$ cat config.mk
export PLATFORM = sky130hd
export DESIGN_NAME = arp_reply_frame_filter_unit
export DESIGN_NICKNAME = d
export VERILOG_FILES = /design/src/rtl/arpf_pkg.sv /design/src/rtl/arpf_front.sv /design/src/rtl/arpf_queue.sv /design/src/rtl/arpf_back.sv /design/src/rtl/arp_reply_frame_filter_unit.sv
export SDC_FILE = /design/constraint.sdc
export NUM_CORES = 1
export LEC_CHECK = 0
export BUFFER_PORTS_ARGS = -buffer_cell sky130_fd_sc_hd__buf_2
export CORE_MARGIN = 10
export CORE_UTILIZATION = 60
export CTS_CLUSTER_SIZE = 16
export DETAILED_ROUTE_END_ITERATION = 10
export GPL_ROUTABILITY_DRIVEN = 0
export PLACE_DENSITY = 0.91
export SETUP_SLACK_MARGIN = 0.1
export SLEW_MARGIN = 0
export SYNTH_ARGS = -nofsm -noshare
export SYNTH_HDL_FRONTEND = slang
export SYNTH_SLANG_ARGS = --single-unit
$ cat constraint.sdc
create_clock -name i_clk -period 13.1 [get_ports i_clk]
set_clock_uncertainty 0.15 [all_clocks]
set_input_delay 1.31 -clock i_clk [delete_from_list [all_inputs] [get_ports i_clk]]
set_output_delay 1.31 -clock i_clk [all_outputs]
set_load 0.1 [all_outputs]
$ cat src/rtl/arpf_pkg.sv
// Shared types and constants for the ARP reply frame filter.
package arpf_pkg;

    // Counter and frame sizing
    localparam int CNT_W           = 32;
    localparam int MIN_FRAME_BYTES = 42;
    localparam int POS_W           = 6;
    localparam int FLAG_W          = 8;
    localparam int MAC_W           = 48;
    localparam int IP_W            = 32;

    // Command queue between front and back
    localparam int QUEUE_DEPTH = 4;
    localparam int QPTR_W      = $clog2(QUEUE_DEPTH);
    localparam int QCNT_W      = QPTR_W + 1;

    // Input operation codes
    localparam logic [1:0] OP_BYTE    = 2'd0;
    localparam logic [1:0] OP_FORGET  = 2'd1;
    localparam logic [1:0] OP_RESTART = 2'd2;

    // Configuration register indexes
    localparam int CFG_IDX_W = 3;
    localparam logic [CFG_IDX_W-1:0] CFG_OWN_MAC    = 3'd0;
    localparam logic [CFG_IDX_W-1:0] CFG_OWN_IP     = 3'd1;
    localparam logic [CFG_IDX_W-1:0] CFG_TARGET_IP  = 3'd2;
    localparam logic [CFG_IDX_W-1:0] CFG_FILTER_MAC = 3'd3;
    localparam logic [CFG_IDX_W-1:0] CFG_FILTER_EN  = 3'd4;
    localparam logic [CFG_IDX_W-1:0] CFG_DAD_MODE   = 3'd5;

    // ARP opcodes
    localparam logic [15:0] ARP_REQUEST = 16'd1;
    localparam logic [15:0] ARP_REPLY   = 16'd2;

    // Commands handed from front to back
    typedef enum logic [1:0] {
        CMD_FRAME,
        CMD_FORGET,
        CMD_RESTART
    } t_cmd;

    typedef struct packed {
        t_cmd             cmd;
        logic             ok;
        logic [1:0]       opcode;
        logic             bcast;
        logic [MAC_W-1:0] sender_mac;
    } t_qentry;

    typedef struct packed {
        logic [MAC_W-1:0] own_mac;
        logic [IP_W-1:0]  own_ip;
        logic [IP_W-1:0]  target_ip;
        logic [MAC_W-1:0] filter_mac;
        logic             filter_en;
        logic             dad;
    } t_cfg;

    typedef struct packed {
        logic             accepted;
        logic [1:0]       arp_opcode;
        logic [MAC_W-1:0] sender_mac;
        logic [MAC_W-1:0] learned_mac;
        logic             learned_valid;
        logic [CNT_W-1:0] received_count;
        logic [CNT_W-1:0] request_count;
        logic [CNT_W-1:0] broadcast_count;
    } t_result;

endpackage

$ cat src/rtl/arpf_front.sv
// Byte parser: tracks frame position, runs header checks, issues commands.
module arpf_front (
    input  logic                      i_clk,
    input  logic                      i_rst_n,
    input  arpf_pkg::t_cfg            i_cfg,
    input  logic                      i_push,
    input  logic                      i_q_full,
    input  logic [1:0]                i_operation,
    input  logic [7:0]                i_data_byte,
    input  logic                      i_last_byte,
    output logic                      o_q_push,
    output arpf_pkg::t_qentry         o_q_entry
);

    // Flag bit positions
    localparam int FLG_HDR    = 0;
    localparam int FLG_SRC    = 1;
    localparam int FLG_DST    = 2;
    localparam int FLG_BCAST  = 3;
    localparam int FLG_SPA    = 4;
    localparam int FLG_THA    = 5;
    localparam int FLG_TPA    = 6;
    localparam int FLG_SHA_EQ = 7;

    localparam logic [arpf_pkg::POS_W-1:0] POS_LAST = '1;
    localparam logic [arpf_pkg::POS_W-1:0] POS_MIN_LAST =
        arpf_pkg::POS_W'(arpf_pkg::MIN_FRAME_BYTES - 1);

    // Byte i of a MAC, byte 0 most significant
    function automatic logic [7:0] mac_byte(input logic [47:0] mac, input logic [2:0] i);
        logic [7:0] r;
        case (i)
            3'd0:    r = mac[47:40];
            3'd1:    r = mac[39:32];
            3'd2:    r = mac[31:24];
            3'd3:    r = mac[23:16];
            3'd4:    r = mac[15:8];
            3'd5:    r = mac[7:0];
            default: r = 8'h00;
        endcase
        return r;
    endfunction

    function automatic logic [7:0] ip_byte(input logic [31:0] ip, input logic [1:0] i);
        logic [7:0] r;
        case (i)
            2'd0:    r = ip[31:24];
            2'd1:    r = ip[23:16];
            2'd2:    r = ip[15:8];
            default: r = ip[7:0];
        endcase
        return r;
    endfunction

    // Ethertype, hardware type, protocol type, address sizes
    function automatic logic [7:0] hdr_byte(input logic [2:0] i);
        logic [7:0] r;
        case (i)
            3'd0:    r = 8'h08;
            3'd1:    r = 8'h06;
            3'd2:    r = 8'h00;
            3'd3:    r = 8'h01;
            3'd4:    r = 8'h08;
            3'd5:    r = 8'h00;
            3'd6:    r = 8'h06;
            default: r = 8'h04;
        endcase
        return r;
    endfunction

    // Place a byte into MAC slot i, slot 0 most significant
    function automatic logic [47:0] put_mac_byte(input logic [47:0] mac,
                                                 input logic [2:0]  i,
                                                 input logic [7:0]  b);
        logic [47:0] r;
        r = mac;
        case (i)
            3'd0:    r[47:40] = r[47:40] | b;
            3'd1:    r[39:32] = r[39:32] | b;
            3'd2:    r[31:24] = r[31:24] | b;
            3'd3:    r[23:16] = r[23:16] | b;
            3'd4:    r[15:8]  = r[15:8]  | b;
            3'd5:    r[7:0]   = r[7:0]   | b;
            default: r = mac;
        endcase
        return r;
    endfunction

    logic [arpf_pkg::POS_W-1:0]  r_pos, n_pos;
    logic [arpf_pkg::FLAG_W-1:0] r_flags, n_flags;
    logic [15:0]                 r_opcode, n_opcode;
    logic [arpf_pkg::MAC_W-1:0]  r_smac, n_smac;

    logic                        accept;
    logic [arpf_pkg::FLAG_W-1:0] clr;
    logic [arpf_pkg::POS_W-1:0]  rel;
    logic                        ip_has_zero;
    logic                        frame_ok;

    assign accept = i_push && !i_q_full;

    // Per-byte checks against the configuration
    always_comb begin
        clr      = '0;
        rel      = '0;
        n_opcode = r_opcode;
        n_smac   = r_smac;
        if (r_pos < 6'd6) begin
            rel = r_pos;
            if (i_data_byte != mac_byte(i_cfg.own_mac, rel[2:0])) clr[FLG_DST] = 1'b1;
            if (i_data_byte != 8'hFF) clr[FLG_BCAST] = 1'b1;
        end else if (r_pos < 6'd12) begin
            rel = r_pos - 6'd6;
            if (i_data_byte != mac_byte(i_cfg.filter_mac, rel[2:0])) clr[FLG_SRC] = 1'b1;
        end else if (r_pos < 6'd20) begin
            rel = r_pos - 6'd12;
            if (i_data_byte != hdr_byte(rel[2:0])) clr[FLG_HDR] = 1'b1;
        end else if (r_pos < 6'd22) begin
            n_opcode = {r_opcode[7:0], i_data_byte};
        end else if (r_pos < 6'd28) begin
            rel    = r_pos - 6'd22;
            n_smac = put_mac_byte(r_smac, rel[2:0], i_data_byte);
            if (i_data_byte != mac_byte(i_cfg.own_mac, rel[2:0])) clr[FLG_SHA_EQ] = 1'b1;
        end else if (r_pos < 6'd32) begin
            rel = r_pos - 6'd28;
            if (i_data_byte != ip_byte(i_cfg.target_ip, rel[1:0])) clr[FLG_SPA] = 1'b1;
        end else if (r_pos < 6'd38) begin
            rel = r_pos - 6'd32;
            if (i_data_byte != mac_byte(i_cfg.own_mac, rel[2:0])) clr[FLG_THA] = 1'b1;
        end else if (r_pos < 6'd42) begin
            rel = r_pos - 6'd38;
            if (i_data_byte != ip_byte(i_cfg.own_ip, rel[1:0])) clr[FLG_TPA] = 1'b1;
        end
        n_flags = r_flags & ~clr;
        n_pos   = (r_pos == POS_LAST) ? r_pos : r_pos + 6'd1;
    end

    // Verdict on the final byte
    always_comb begin
        ip_has_zero = (i_cfg.own_ip[31:24] == 8'h00) || (i_cfg.own_ip[23:16] == 8'h00) ||
                      (i_cfg.own_ip[15:8] == 8'h00)  || (i_cfg.own_ip[7:0] == 8'h00);
        frame_ok = (r_pos >= POS_MIN_LAST) && n_flags[FLG_HDR] &&
                   (!i_cfg.filter_en || n_flags[FLG_SRC]) &&
                   ((n_opcode == arpf_pkg::ARP_REQUEST) || (n_opcode == arpf_pkg::ARP_REPLY)) &&
                   n_flags[FLG_SPA];
        if (i_cfg.dad) begin
            frame_ok = frame_ok && !n_flags[FLG_SHA_EQ] && (ip_has_zero || n_flags[FLG_TPA]);
        end else begin
            frame_ok = frame_ok && n_flags[FLG_DST] && n_flags[FLG_THA] && n_flags[FLG_TPA];
        end
    end

    // Command issue toward the back part
    always_comb begin
        o_q_push             = 1'b0;
        o_q_entry.cmd        = arpf_pkg::CMD_FRAME;
        o_q_entry.ok         = frame_ok;
        o_q_entry.opcode     = n_opcode[1:0];
        o_q_entry.bcast      = n_flags[FLG_BCAST];
        o_q_entry.sender_mac = n_smac;
        case (i_operation)
            arpf_pkg::OP_BYTE: begin
                o_q_push = accept && i_last_byte;
            end
            arpf_pkg::OP_FORGET: begin
                o_q_push      = accept;
                o_q_entry.cmd = arpf_pkg::CMD_FORGET;
            end
            arpf_pkg::OP_RESTART: begin
                o_q_push      = accept;
                o_q_entry.cmd = arpf_pkg::CMD_RESTART;
            end
            default: begin
                o_q_push = 1'b0;
            end
        endcase
    end

    // Frame state
    always_ff @(posedge i_clk) begin
        if (!i_rst_n) begin
            r_pos    <= '0;
            r_flags  <= '1;
            r_opcode <= '0;
            r_smac   <= '0;
        end else if (accept) begin
            case (i_operation)
                arpf_pkg::OP_BYTE: begin
                    if (i_last_byte) begin
                        r_pos    <= '0;
                        r_flags  <= '1;
                        r_opcode <= '0;
                        r_smac   <= '0;
                    end else begin
                        r_pos    <= n_pos;
                        r_flags  <= n_flags;
                        r_opcode <= n_opcode;
                        r_smac   <= n_smac;
                    end
                end
                arpf_pkg::OP_RESTART: begin
                    r_pos    <= '0;
                    r_flags  <= '1;
                    r_opcode <= '0;
                    r_smac   <= '0;
                end
                default: begin
                    r_pos <= r_pos;
                end
            endcase
        end
    end

endmodule

$ cat src/rtl/arpf_queue.sv
// Short command queue between the parser and the result stage.
module arpf_queue (
    input  logic              i_clk,
    input  logic              i_rst_n,
    input  logic              i_push,
    input  arpf_pkg::t_qentry i_entry,
    input  logic              i_pop,
    output logic              o_full,
    output logic              o_empty,
    output arpf_pkg::t_qentry o_head
);

    arpf_pkg::t_qentry              r_mem [arpf_pkg::QUEUE_DEPTH];
    logic [arpf_pkg::QPTR_W-1:0]    r_wptr;
    logic [arpf_pkg::QPTR_W-1:0]    r_rptr;
    logic [arpf_pkg::QCNT_W-1:0]    r_count;

    assign o_full  = (r_count == arpf_pkg::QCNT_W'(arpf_pkg::QUEUE_DEPTH));
    assign o_empty = (r_count == '0);
    assign o_head  = r_mem[r_rptr];

    // Entry storage
    always_ff @(posedge i_clk) begin
        if (i_push) begin
            r_mem[r_wptr] <= i_entry;
        end
    end

    // Pointers and occupancy; push is only given when not full
    always_ff @(posedge i_clk) begin
        if (!i_rst_n) begin
            r_wptr  <= '0;
            r_rptr  <= '0;
            r_count <= '0;
        end else begin
            if (i_push) r_wptr <= r_wptr + arpf_pkg::QPTR_W'(1);
            if (i_pop)  r_rptr <= r_rptr + arpf_pkg::QPTR_W'(1);
            case ({i_push, i_pop})
                2'b10:   r_count <= r_count + arpf_pkg::QCNT_W'(1);
                2'b01:   r_count <= r_count - arpf_pkg::QCNT_W'(1);
                default: r_count <= r_count;
            endcase
        end
    end

endmodule

$ cat src/rtl/arpf_back.sv
// Result stage: learned MAC, counters and the output register.
module arpf_back (
    input  logic              i_clk,
    input  logic              i_rst_n,
    input  logic              i_q_empty,
    input  arpf_pkg::t_qentry i_q_head,
    output logic              o_q_pop,
    input  logic              i_pop,
    output logic              o_empty,
    output arpf_pkg::t_result o_result
);

    logic [arpf_pkg::MAC_W-1:0] r_learned_mac, n_learned_mac;
    logic                       r_learned_valid, n_learned_valid;
    logic [arpf_pkg::CNT_W-1:0] r_rx_cnt, n_rx_cnt;
    logic [arpf_pkg::CNT_W-1:0] r_req_cnt, n_req_cnt;
    logic [arpf_pkg::CNT_W-1:0] r_bc_cnt, n_bc_cnt;
    logic                       r_out_valid;
    arpf_pkg::t_result          r_out;

    logic slot_free;
    logic is_frame;

    assign slot_free = !r_out_valid || i_pop;
    assign is_frame  = (i_q_head.cmd == arpf_pkg::CMD_FRAME);
    assign o_q_pop   = !i_q_empty && (!is_frame || slot_free);
    assign o_empty   = !r_out_valid;
    assign o_result  = r_out;

    // Next learned state and counters for the head command
    always_comb begin
        n_learned_mac   = r_learned_mac;
        n_learned_valid = r_learned_valid;
        n_rx_cnt        = r_rx_cnt;
        n_req_cnt       = r_req_cnt;
        n_bc_cnt        = r_bc_cnt;
        case (i_q_head.cmd)
            arpf_pkg::CMD_FRAME: begin
                if (i_q_head.ok) begin
                    if (!r_learned_valid) begin
                        n_learned_mac   = i_q_head.sender_mac;
                        n_learned_valid = 1'b1;
                    end
                    n_rx_cnt = r_rx_cnt + arpf_pkg::CNT_W'(1);
                    if (i_q_head.opcode == arpf_pkg::ARP_REQUEST[1:0]) begin
                        n_req_cnt = r_req_cnt + arpf_pkg::CNT_W'(1);
                    end
                    if (i_q_head.bcast) begin
                        n_bc_cnt = r_bc_cnt + arpf_pkg::CNT_W'(1);
                    end
                end
            end
            arpf_pkg::CMD_FORGET: begin
                n_learned_mac   = '0;
                n_learned_valid = 1'b0;
            end
            arpf_pkg::CMD_RESTART: begin
                n_learned_mac   = '0;
                n_learned_valid = 1'b0;
                n_rx_cnt        = '0;
                n_req_cnt       = '0;
                n_bc_cnt        = '0;
            end
            default: begin
                n_learned_mac = r_learned_mac;
            end
        endcase
    end

    // Persistent state
    always_ff @(posedge i_clk) begin
        if (!i_rst_n) begin
            r_learned_mac   <= '0;
            r_learned_valid <= 1'b0;
            r_rx_cnt        <= '0;
            r_req_cnt       <= '0;
            r_bc_cnt        <= '0;
        end else if (o_q_pop) begin
            r_learned_mac   <= n_learned_mac;
            r_learned_valid <= n_learned_valid;
            r_rx_cnt        <= n_rx_cnt;
            r_req_cnt       <= n_req_cnt;
            r_bc_cnt        <= n_bc_cnt;
        end
    end

    // Output register valid
    always_ff @(posedge i_clk) begin
        if (!i_rst_n) begin
            r_out_valid <= 1'b0;
        end else if (o_q_pop && is_frame) begin
            r_out_valid <= 1'b1;
        end else if (i_pop) begin
            r_out_valid <= 1'b0;
        end
    end

    // Output payload snapshot
    always_ff @(posedge i_clk) begin
        if (o_q_pop && is_frame) begin
            r_out.accepted        <= i_q_head.ok;
            r_out.arp_opcode      <= i_q_head.ok ? i_q_head.opcode : 2'd0;
            r_out.sender_mac      <= i_q_head.sender_mac;
            r_out.learned_mac     <= n_learned_mac;
            r_out.learned_valid   <= n_learned_valid;
            r_out.received_count  <= n_rx_cnt;
            r_out.request_count   <= n_req_cnt;
            r_out.broadcast_count <= n_bc_cnt;
        end
    end

endmodule

$ cat src/rtl/arp_reply_frame_filter_unit.sv
// ARP reply frame filter top level: configuration registers, parser, queue, result stage.
// Throughput: one byte or command per cycle; a result can leave every cycle.
// A final byte's command is written into the command queue when the byte is taken; the
// output register is then loaded from the queue head once the output slot is free.
// Input stalls only when the 4-entry command queue is full behind a stalled output.
// Synchronous active-low reset clears configuration, frame state, counters and queues.
module arp_reply_frame_filter_unit (
    input  logic                               i_clk,
    input  logic                               i_rst_n,
    input  logic                               push,
    output logic                               full,
    input  logic [1:0]                         i_operation,
    input  logic [7:0]                         i_data_byte,
    input  logic                               i_last_byte,
    output logic                               empty,
    input  logic                               pop,
    output logic                               o_accepted,
    output logic [1:0]                         o_arp_opcode,
    output logic [arpf_pkg::MAC_W-1:0]         o_sender_mac,
    output logic [arpf_pkg::MAC_W-1:0]         o_learned_mac,
    output logic                               o_learned_valid,
    output logic [arpf_pkg::CNT_W-1:0]         o_received_count,
    output logic [arpf_pkg::CNT_W-1:0]         o_request_count,
    output logic [arpf_pkg::CNT_W-1:0]         o_broadcast_count,
    input  logic                               i_cfg_valid,
    output logic                               o_cfg_ready,
    input  logic [arpf_pkg::CFG_IDX_W-1:0]     i_cfg_index,
    input  logic [arpf_pkg::MAC_W-1:0]         i_cfg_data
);

    arpf_pkg::t_cfg    r_cfg;
    arpf_pkg::t_qentry q_entry;
    arpf_pkg::t_qentry q_head;
    arpf_pkg::t_result result;
    logic              q_push;
    logic              q_pop;
    logic              q_full;
    logic              q_empty;

    assign o_cfg_ready = 1'b1;
    assign full        = q_full;

    // Configuration register file
    always_ff @(posedge i_clk) begin
        if (!i_rst_n) begin
            r_cfg <= '0;
        end else if (i_cfg_valid && o_cfg_ready) begin
            case (i_cfg_index)
                arpf_pkg::CFG_OWN_MAC:    r_cfg.own_mac    <= i_cfg_data;
                arpf_pkg::CFG_OWN_IP:     r_cfg.own_ip     <= i_cfg_data[arpf_pkg::IP_W-1:0];
                arpf_pkg::CFG_TARGET_IP:  r_cfg.target_ip  <= i_cfg_data[arpf_pkg::IP_W-1:0];
                arpf_pkg::CFG_FILTER_MAC: r_cfg.filter_mac <= i_cfg_data;
                arpf_pkg::CFG_FILTER_EN:  r_cfg.filter_en  <= i_cfg_data[0];
                arpf_pkg::CFG_DAD_MODE:   r_cfg.dad        <= i_cfg_data[0];
                default:                  r_cfg            <= r_cfg;
            endcase
        end
    end

    arpf_front u_front (
        .i_clk       (i_clk),
        .i_rst_n     (i_rst_n),
        .i_cfg       (r_cfg),
        .i_push      (push),
        .i_q_full    (q_full),
        .i_operation (i_operation),
        .i_data_byte (i_data_byte),
        .i_last_byte (i_last_byte),
        .o_q_push    (q_push),
        .o_q_entry   (q_entry)
    );

    arpf_queue u_queue (
        .i_clk   (i_clk),
        .i_rst_n (i_rst_n),
        .i_push  (q_push),
        .i_entry (q_entry),
        .i_pop   (q_pop),
        .o_full  (q_full),
        .o_empty (q_empty),
        .o_head  (q_head)
    );

    arpf_back u_back (
        .i_clk     (i_clk),
        .i_rst_n   (i_rst_n),
        .i_q_empty (q_empty),
        .i_q_head  (q_head),
        .o_q_pop   (q_pop),
        .i_pop     (pop),
        .o_empty   (empty),
        .o_result  (result)
    );

    // Result ports
    assign o_accepted        = result.accepted;
    assign o_arp_opcode      = result.arp_opcode;
    assign o_sender_mac      = result.sender_mac;
    assign o_learned_mac     = result.learned_mac;
    assign o_learned_valid   = result.learned_valid;
    assign o_received_count  = result.received_count;
    assign o_request_count   = result.request_count;
    assign o_broadcast_count = result.broadcast_count;

endmodule

# Word level (Yosys, flattened, before mapping)
# Memory sizes are Yosys's and may differ from the RTL's. A register that Yosys moved wholly into a read port is not among the register bits.
# Index checks and enable logic that the tools add are counted.
[word_totals] ramBits=216 out_inout_bits=199 n_memories=1 word_cells=282 reg_bits=589 in_bits=67
[memory_table] name="u_queue.r_mem" words=4 width=54 read_ports=1 rd_clocked_by_memory_dff=1 write_ports=1 line="arpf_queue.sv:13" rtl="arpf_pkg::t_qentry r_mem [arpf_pkg::QUEUE_DEPTH];"
[op_classes] magnitude_cmp=9 n_mux=110 eq_ne=55 addsub=14 n_reduce_logical=58 bitwise=8
[op_table] cell="$mux W48" n=8
[op_table] cell="$mux W8" n=39
[op_table] cell="$pmux W32 S2" n=3
[op_table] cell="$pmux W48 S2" n=2
[op_table] cell="$pmux W8 S6" n=4
[op_table] cell="$mux W32" n=5
[op_table] cell="$add A32 B1 Y32 const B" n=3
[op_table] cell="$mux W16" n=5
[op_table] cell="$ne A8 B8 Y1" n=7
[op_table] cell="$or A8 B8 Y8" n=6
[op_table] cell="$pmux W8 S3" n=2
[op_table] cell="$eq A3 B3 Y1 const B" n=14
[op_table] cell="$eq A3 B2 Y1 const B" n=12
[op_table] cell="$logic_not A8 Y1" n=4
[op_table] cell="$pmux W16 S2" n=1
[op_table] cell="$mux W1" n=22
[op_table] cell="$logic_not A3 Y1" n=7
[op_table] cell="$eq A3 B1 Y1 const B" n=6
[op_table] cell="$lt A6 B5 Y1 const B" n=3
[op_table] cell="$lt A6 B6 Y1 const B" n=3
[op_table] cell="$eq A16 B1 Y1 const B" n=1
[op_table] cell="$eq A16 B2 Y1 const B" n=1
[op_table] cell="$mux W4" n=4
[op_table] cell="$pmux W4 S4" n=1
[op_table] cell="33 further kinds" n=91

# Logic depth before layout (Yosys ltp)
[logic_depth] word_depth=31 mapped_depth=15 depth_no_buf=11

# Modules after synthesis
# From an unflattened synthesis, not the netlist that was laid out.
[hier_totals] hier_cells=3095 area_unflattened_um2=35432.7
[modules_own_cells] module="arpf_back" seq_area_each_um2=8808.4 n_inst=1 area_per_inst_um2=14800.4 cells_each=1376
[modules_own_cells] module="arpf_queue" seq_area_each_um2=6666.4 n_inst=1 area_per_inst_um2=8309.2 cells_each=328
[modules_own_cells] module="arpf_front" seq_area_each_um2=1561.5 n_inst=1 area_per_inst_um2=6353.6 cells_each=808
[modules_own_cells] module="arp_reply_frame_filter_unit" seq_area_each_um2=3243.1 n_inst=1 area_per_inst_um2=5969.5 cells_each=583

# Worst setup path after synthesis
# OpenSTA, ideal clock, no wires.
[synth_path] path_type="input port to flip-flop" from="in pop" to="reg u_back.r_out (netlist bit u_back.o_result[0]), enable pin" setup_ns=0.758 t_required_ns=12.192 cell_stages=6 path_slack_ns=1.947 path_buffers=3 arrival_ns=10.245 cell_sequence="nor2_1 -> a21o_1 -> buf_2 -> buf_2 -> buf_1 -> nor2_1"
[synth_between] elab_chain_cells=4
[synth_rtl] element="start: declaration" line="arp_reply_frame_filter_unit.sv:16" rtl="input logic pop,"
[synth_rtl] element="$logic_or A1 B1 Y1" line="arpf_back.sv:24" rtl="assign slot_free = !r_out_valid || i_pop;"
[synth_rtl] element="$logic_or A1 B1 Y1" line="arpf_back.sv:26" rtl="assign o_q_pop = !i_q_empty && (!is_frame || slot_free);"
[synth_rtl] element="$logic_and A1 B1 Y1" line="arpf_back.sv:26"
[synth_rtl] element="$logic_and A1 B1 Y1" line="arpf_back.sv:100" rtl="if (o_q_pop && is_frame) begin"
[synth_rtl] element="end: declaration" line="arpf_back.sv:19" rtl="arpf_pkg::t_result r_out;"
# Every way passes these cells.
# A chain may end at the register's enable or synchronous reset.

==> impl_metrics.csv <==
group,metric,value,unit
power_and_ir_drop,power_switching,3.12,mW
routing,wirelength,90.4,mm
timing,worst_slack,7.94,ns
worst_setup_path,path_delay_family,"buffers and inverters",
yosys,muxShareOfSynthArea,0.0417,
yosys,ys_types,71,
yosys,syn_inst,3091,
global_routing,grt_pass1_wl,139,mm
power_and_ir_drop,clockPowerShare,0.290,
global_routing,grt.total_usage,0.259,
yosys,async_flop_share,0,
cts,clockRootBuffer,"clkbuf_16",
cts,cts_buffer_depth,3,
yosys,synthTopCellsByCount,"nand2_1 (477), edfxtp_1 (412), dfxtp_1 (395)",
global_routing,gr-total-overflow,0,
cts,htreeDepth,3,
timing,slew_headroom,0.171,
worst_hold_path,hp-class,"flop to flop",
cts,post_cts_buffers,0,
floorplanning,floorplan.initialDensity,0.608,
cells_and_area,nets,3323,
job,maxCapViolCount,0,
yosys,syn_area_per_cell,11.2,um^2
yosys,synth_area_leaders,"edfxtp_1 (36%), dfxtp_1 (23%), nand2_1 (5.2%), a21boi_0 (4.3%), mux4_2 (3.5%)",
timing,fin_crit,5.16,ns
worst_setup_path,cp_num_buf_inv,3,
routing,via_per_inst,6.30,
yosys,synthMostInstantiatedCell,"nand2_1",
timing,period_share,0.394,
yosys,synth_edf_count,412,
yosys,ys_seq_area_frac,0.588,
placed_design,place_hpwl,55.0,mm
power_and_ir_drop,internal_power,4.92,mW
yosys,synth_simple_gate_area_share,0.158,
worst_setup_path,crit_type,"flop to flop",
timing,setup_viol,0,
yosys,synthXorXnorAreaFrac,0.0373,
yosys,synthesis.area,34500,um^2
timing,slew_violations,0,
worst_setup_path,worstPathArrival,5.51,ns
routing,routedWlPerCell,22.3,um
timing,tns,0,ns
timing,rsz0062_at_grt,"no",
placed_design,dp.cells,3906,
yosys,synth_top_family_by_area,"simple AND/OR/NAND/NOR gates",
placed_design,portBuffers,264,
floorplanning,die-area,67500,um^2
timing,worst_pin_slew,1.24,ns
worst_setup_path,path_cells,"buf_4, mux4_2, nor2_1, a21o_4, clkinv_2, buf_4, nand2_1, nor3_1, a21oi_1, nor2b_1",
cts,cts_resized,0,
worst_setup_path,endpoint_kind,"flop",
cells_and_area,final_cells,4050,
power_and_ir_drop,p_per_area,207,nW/um^2
worst_setup_path,crit_fanout,67,
placed_design,pre_cts_ws,7.91,ns
power_and_ir_drop,combinationalPowerShare,0.323,
floorplanning,die-height,260,um
floorplanning,die_w,260,um
cts,clock_latency,0.63,ns
power_and_ir_drop,p_sw_frac,0.388,
routing,first_pass_iters,9,
cells_and_area,area_delta_synth_final,12.5,%
yosys,ys.flop_type,"edfxtp_1",
global_routing,grt_max_degree,256,
timing,holdWs,0.317,ns
cts,clock-sinks,807,
routing,drc,0,
worst_setup_path,startpoint_type,"flop",
power_and_ir_drop,vdd_drop_max,185,uV
worst_setup_path,worstPathRequired,13.45,ns
worst_setup_path,cp_common_cell,"buf_4",
yosys,synth_compound_area_frac,0.135,
worst_setup_path,slowest_delay,0.82,ns
global_routing,grt_pass1_vias,24630,
power_and_ir_drop,p_leak,14.1,nW
cells_and_area,drive_gt1_frac,0.152,
yosys,synthAdderAreaFrac,0.00965,
timing,hold_viol_final,0,
routing,num_vias,25499,
power_and_ir_drop,power_frac_seq,0.386,
cts,clk_pin_slew,0.06,ns
yosys,synth_fp_nets,3184,
global_routing,antenna_found_initial,3,
yosys,ys_ff_latch,807,
routing,antenna_left,0,
cts,cts_tree,"yes",
timing,max_freq,0.194,GHz
cells_and_area,fillers,3724,
outcome,status,"completed",
cts,numCtsBuffers,78,
floorplanning,num_rows,87,
worst_setup_path,crit_slowest_cell,"buf_4",
floorplanning,ioPinCount,266,
yosys,synth_top_area_frac,0.359,
floorplanning,core-area,56700,um^2
cts,holdBufCountCts,0,
routing,drt_iter0_drc,3203,
yosys,netlist.top_cell.by_area,"edfxtp_1",
yosys,synth_warnings,0,
cells in the final DEF, fill, tap and decap left out, types with 23 or more instances in the layout:
master and count:
xnor2_1 73, nor3b_1 51, clkbuf_1 23, mux4_2 54, o21ai_0 51, a222oi_1 24
nand2_1 477, nand3_1 43, and2_1 33, clkbuf_16 81, and3b_1 50, inv_1 41
nor3_1 26, a22o_1 56, buf_2 263, a21oi_1 100, and3_1 29, nor2_1 227
dfxtp_1 393, a21o_1 50, nand3b_1 27, ha_1 25, a21boi_0 196, xor2_1 74
nor2b_1 42, a31oi_1 23, buf_4 26, edfxtp_1 412, nand4_1 25, a22oi_1 49
power by group through the flow:
stage               Sequential (mW)  Clock (mW)  Combinational (mW)
floorplan                      4.14           0                1.09
global route                   3.12        2.44                2.73
global placement               3.14           0                2.49
detailed placement             3.15           0                2.56
CTS                            3.10        2.34                2.59
finish                         3.10        2.33                2.60
flip-flops by register name, summed over array words and instances (netlist names), named ones only:
signal / flops
u_queue.r_mem: 216
u_front.r_pos: 6
u_front.r_flags: 8
u_queue.r_rptr: 2
u_back.o_result: 196
u_front.r_opcode: 16
r_cfg: 162
u_back.r_out_valid: 1
u_front.r_smac: 48
u_back.r_req_cnt: 32
u_back.r_learned_mac: 48
u_back.r_rx_cnt: 32
u_back.r_learned_valid: 1
u_queue.r_count: 3
u_back.r_bc_cnt: 32
u_queue.r_wptr: 2
tightest hold or removal path, delay by kind of cell, from the launching register on:
| kind | cells | cell delay, ns |
|---|---|---|
| simple gates | 1 | 0.05 |
| compound gates | 1 | 0.06 |
| flops | 1 | 0.31 |
area by class of cell:
cell class	instances	area, um^2	area share
flip-flops and latches	807	20300	0.523
clock buffers	118	2310	0.0594
well taps	756	946	0.0244
multi-input cells	2010	13200	0.340
diodes	1	2.50	0.0000645
repair buffers	291	1550	0.0398
inverters	42	159	0.00409
clock inverters	25	353	0.00909
through the flow:
step	utilization	total power [mW]	area, um^2
6_report	0.684	8.04	38800
5_1_grt	0.684	8.29	38800
4_1_cts	0.684	8.04	38800
2_1_floorplan	-	5.22	34500
3_5_place_dp	0.637	5.71	36100
3_3_place_gp	0.637	5.63	36100
per-layer routing:
layer,track usage,vias to the layer above,share of wire
li1,-,11401,-
met1,0.328,12300,0.37
met2,0.429,1535,0.49
met3,0.0475,261,0.11
met4,0.115,2,0.039
met5,0,-,0.00014
worst paths after layout:
| kind | start | to | slack [ns] | depth (start not counted) |
|---|---|---|---|---|
| min | r_cfg[39] | r_cfg[39] | 0.32 | 2 |
| min reg2reg | r_cfg[39] | r_cfg[39] | 0.32 | 2 |
| max reg2reg | flop | u_back.r_req_cnt[23] | 7.94 | 10 |
| max | flop | u_back.r_req_cnt[23] | 7.94 | 10 |
cell families after synthesis:
family | count (synthesis)
buf+inv | 274
flops | 807
mux | 76
simple gates | 1108
xor+xnor | 147
other cells | 1
fa+ha+maj | 26
compound gates | 652
No activity file was read; power rests on OpenSTA's default activity.
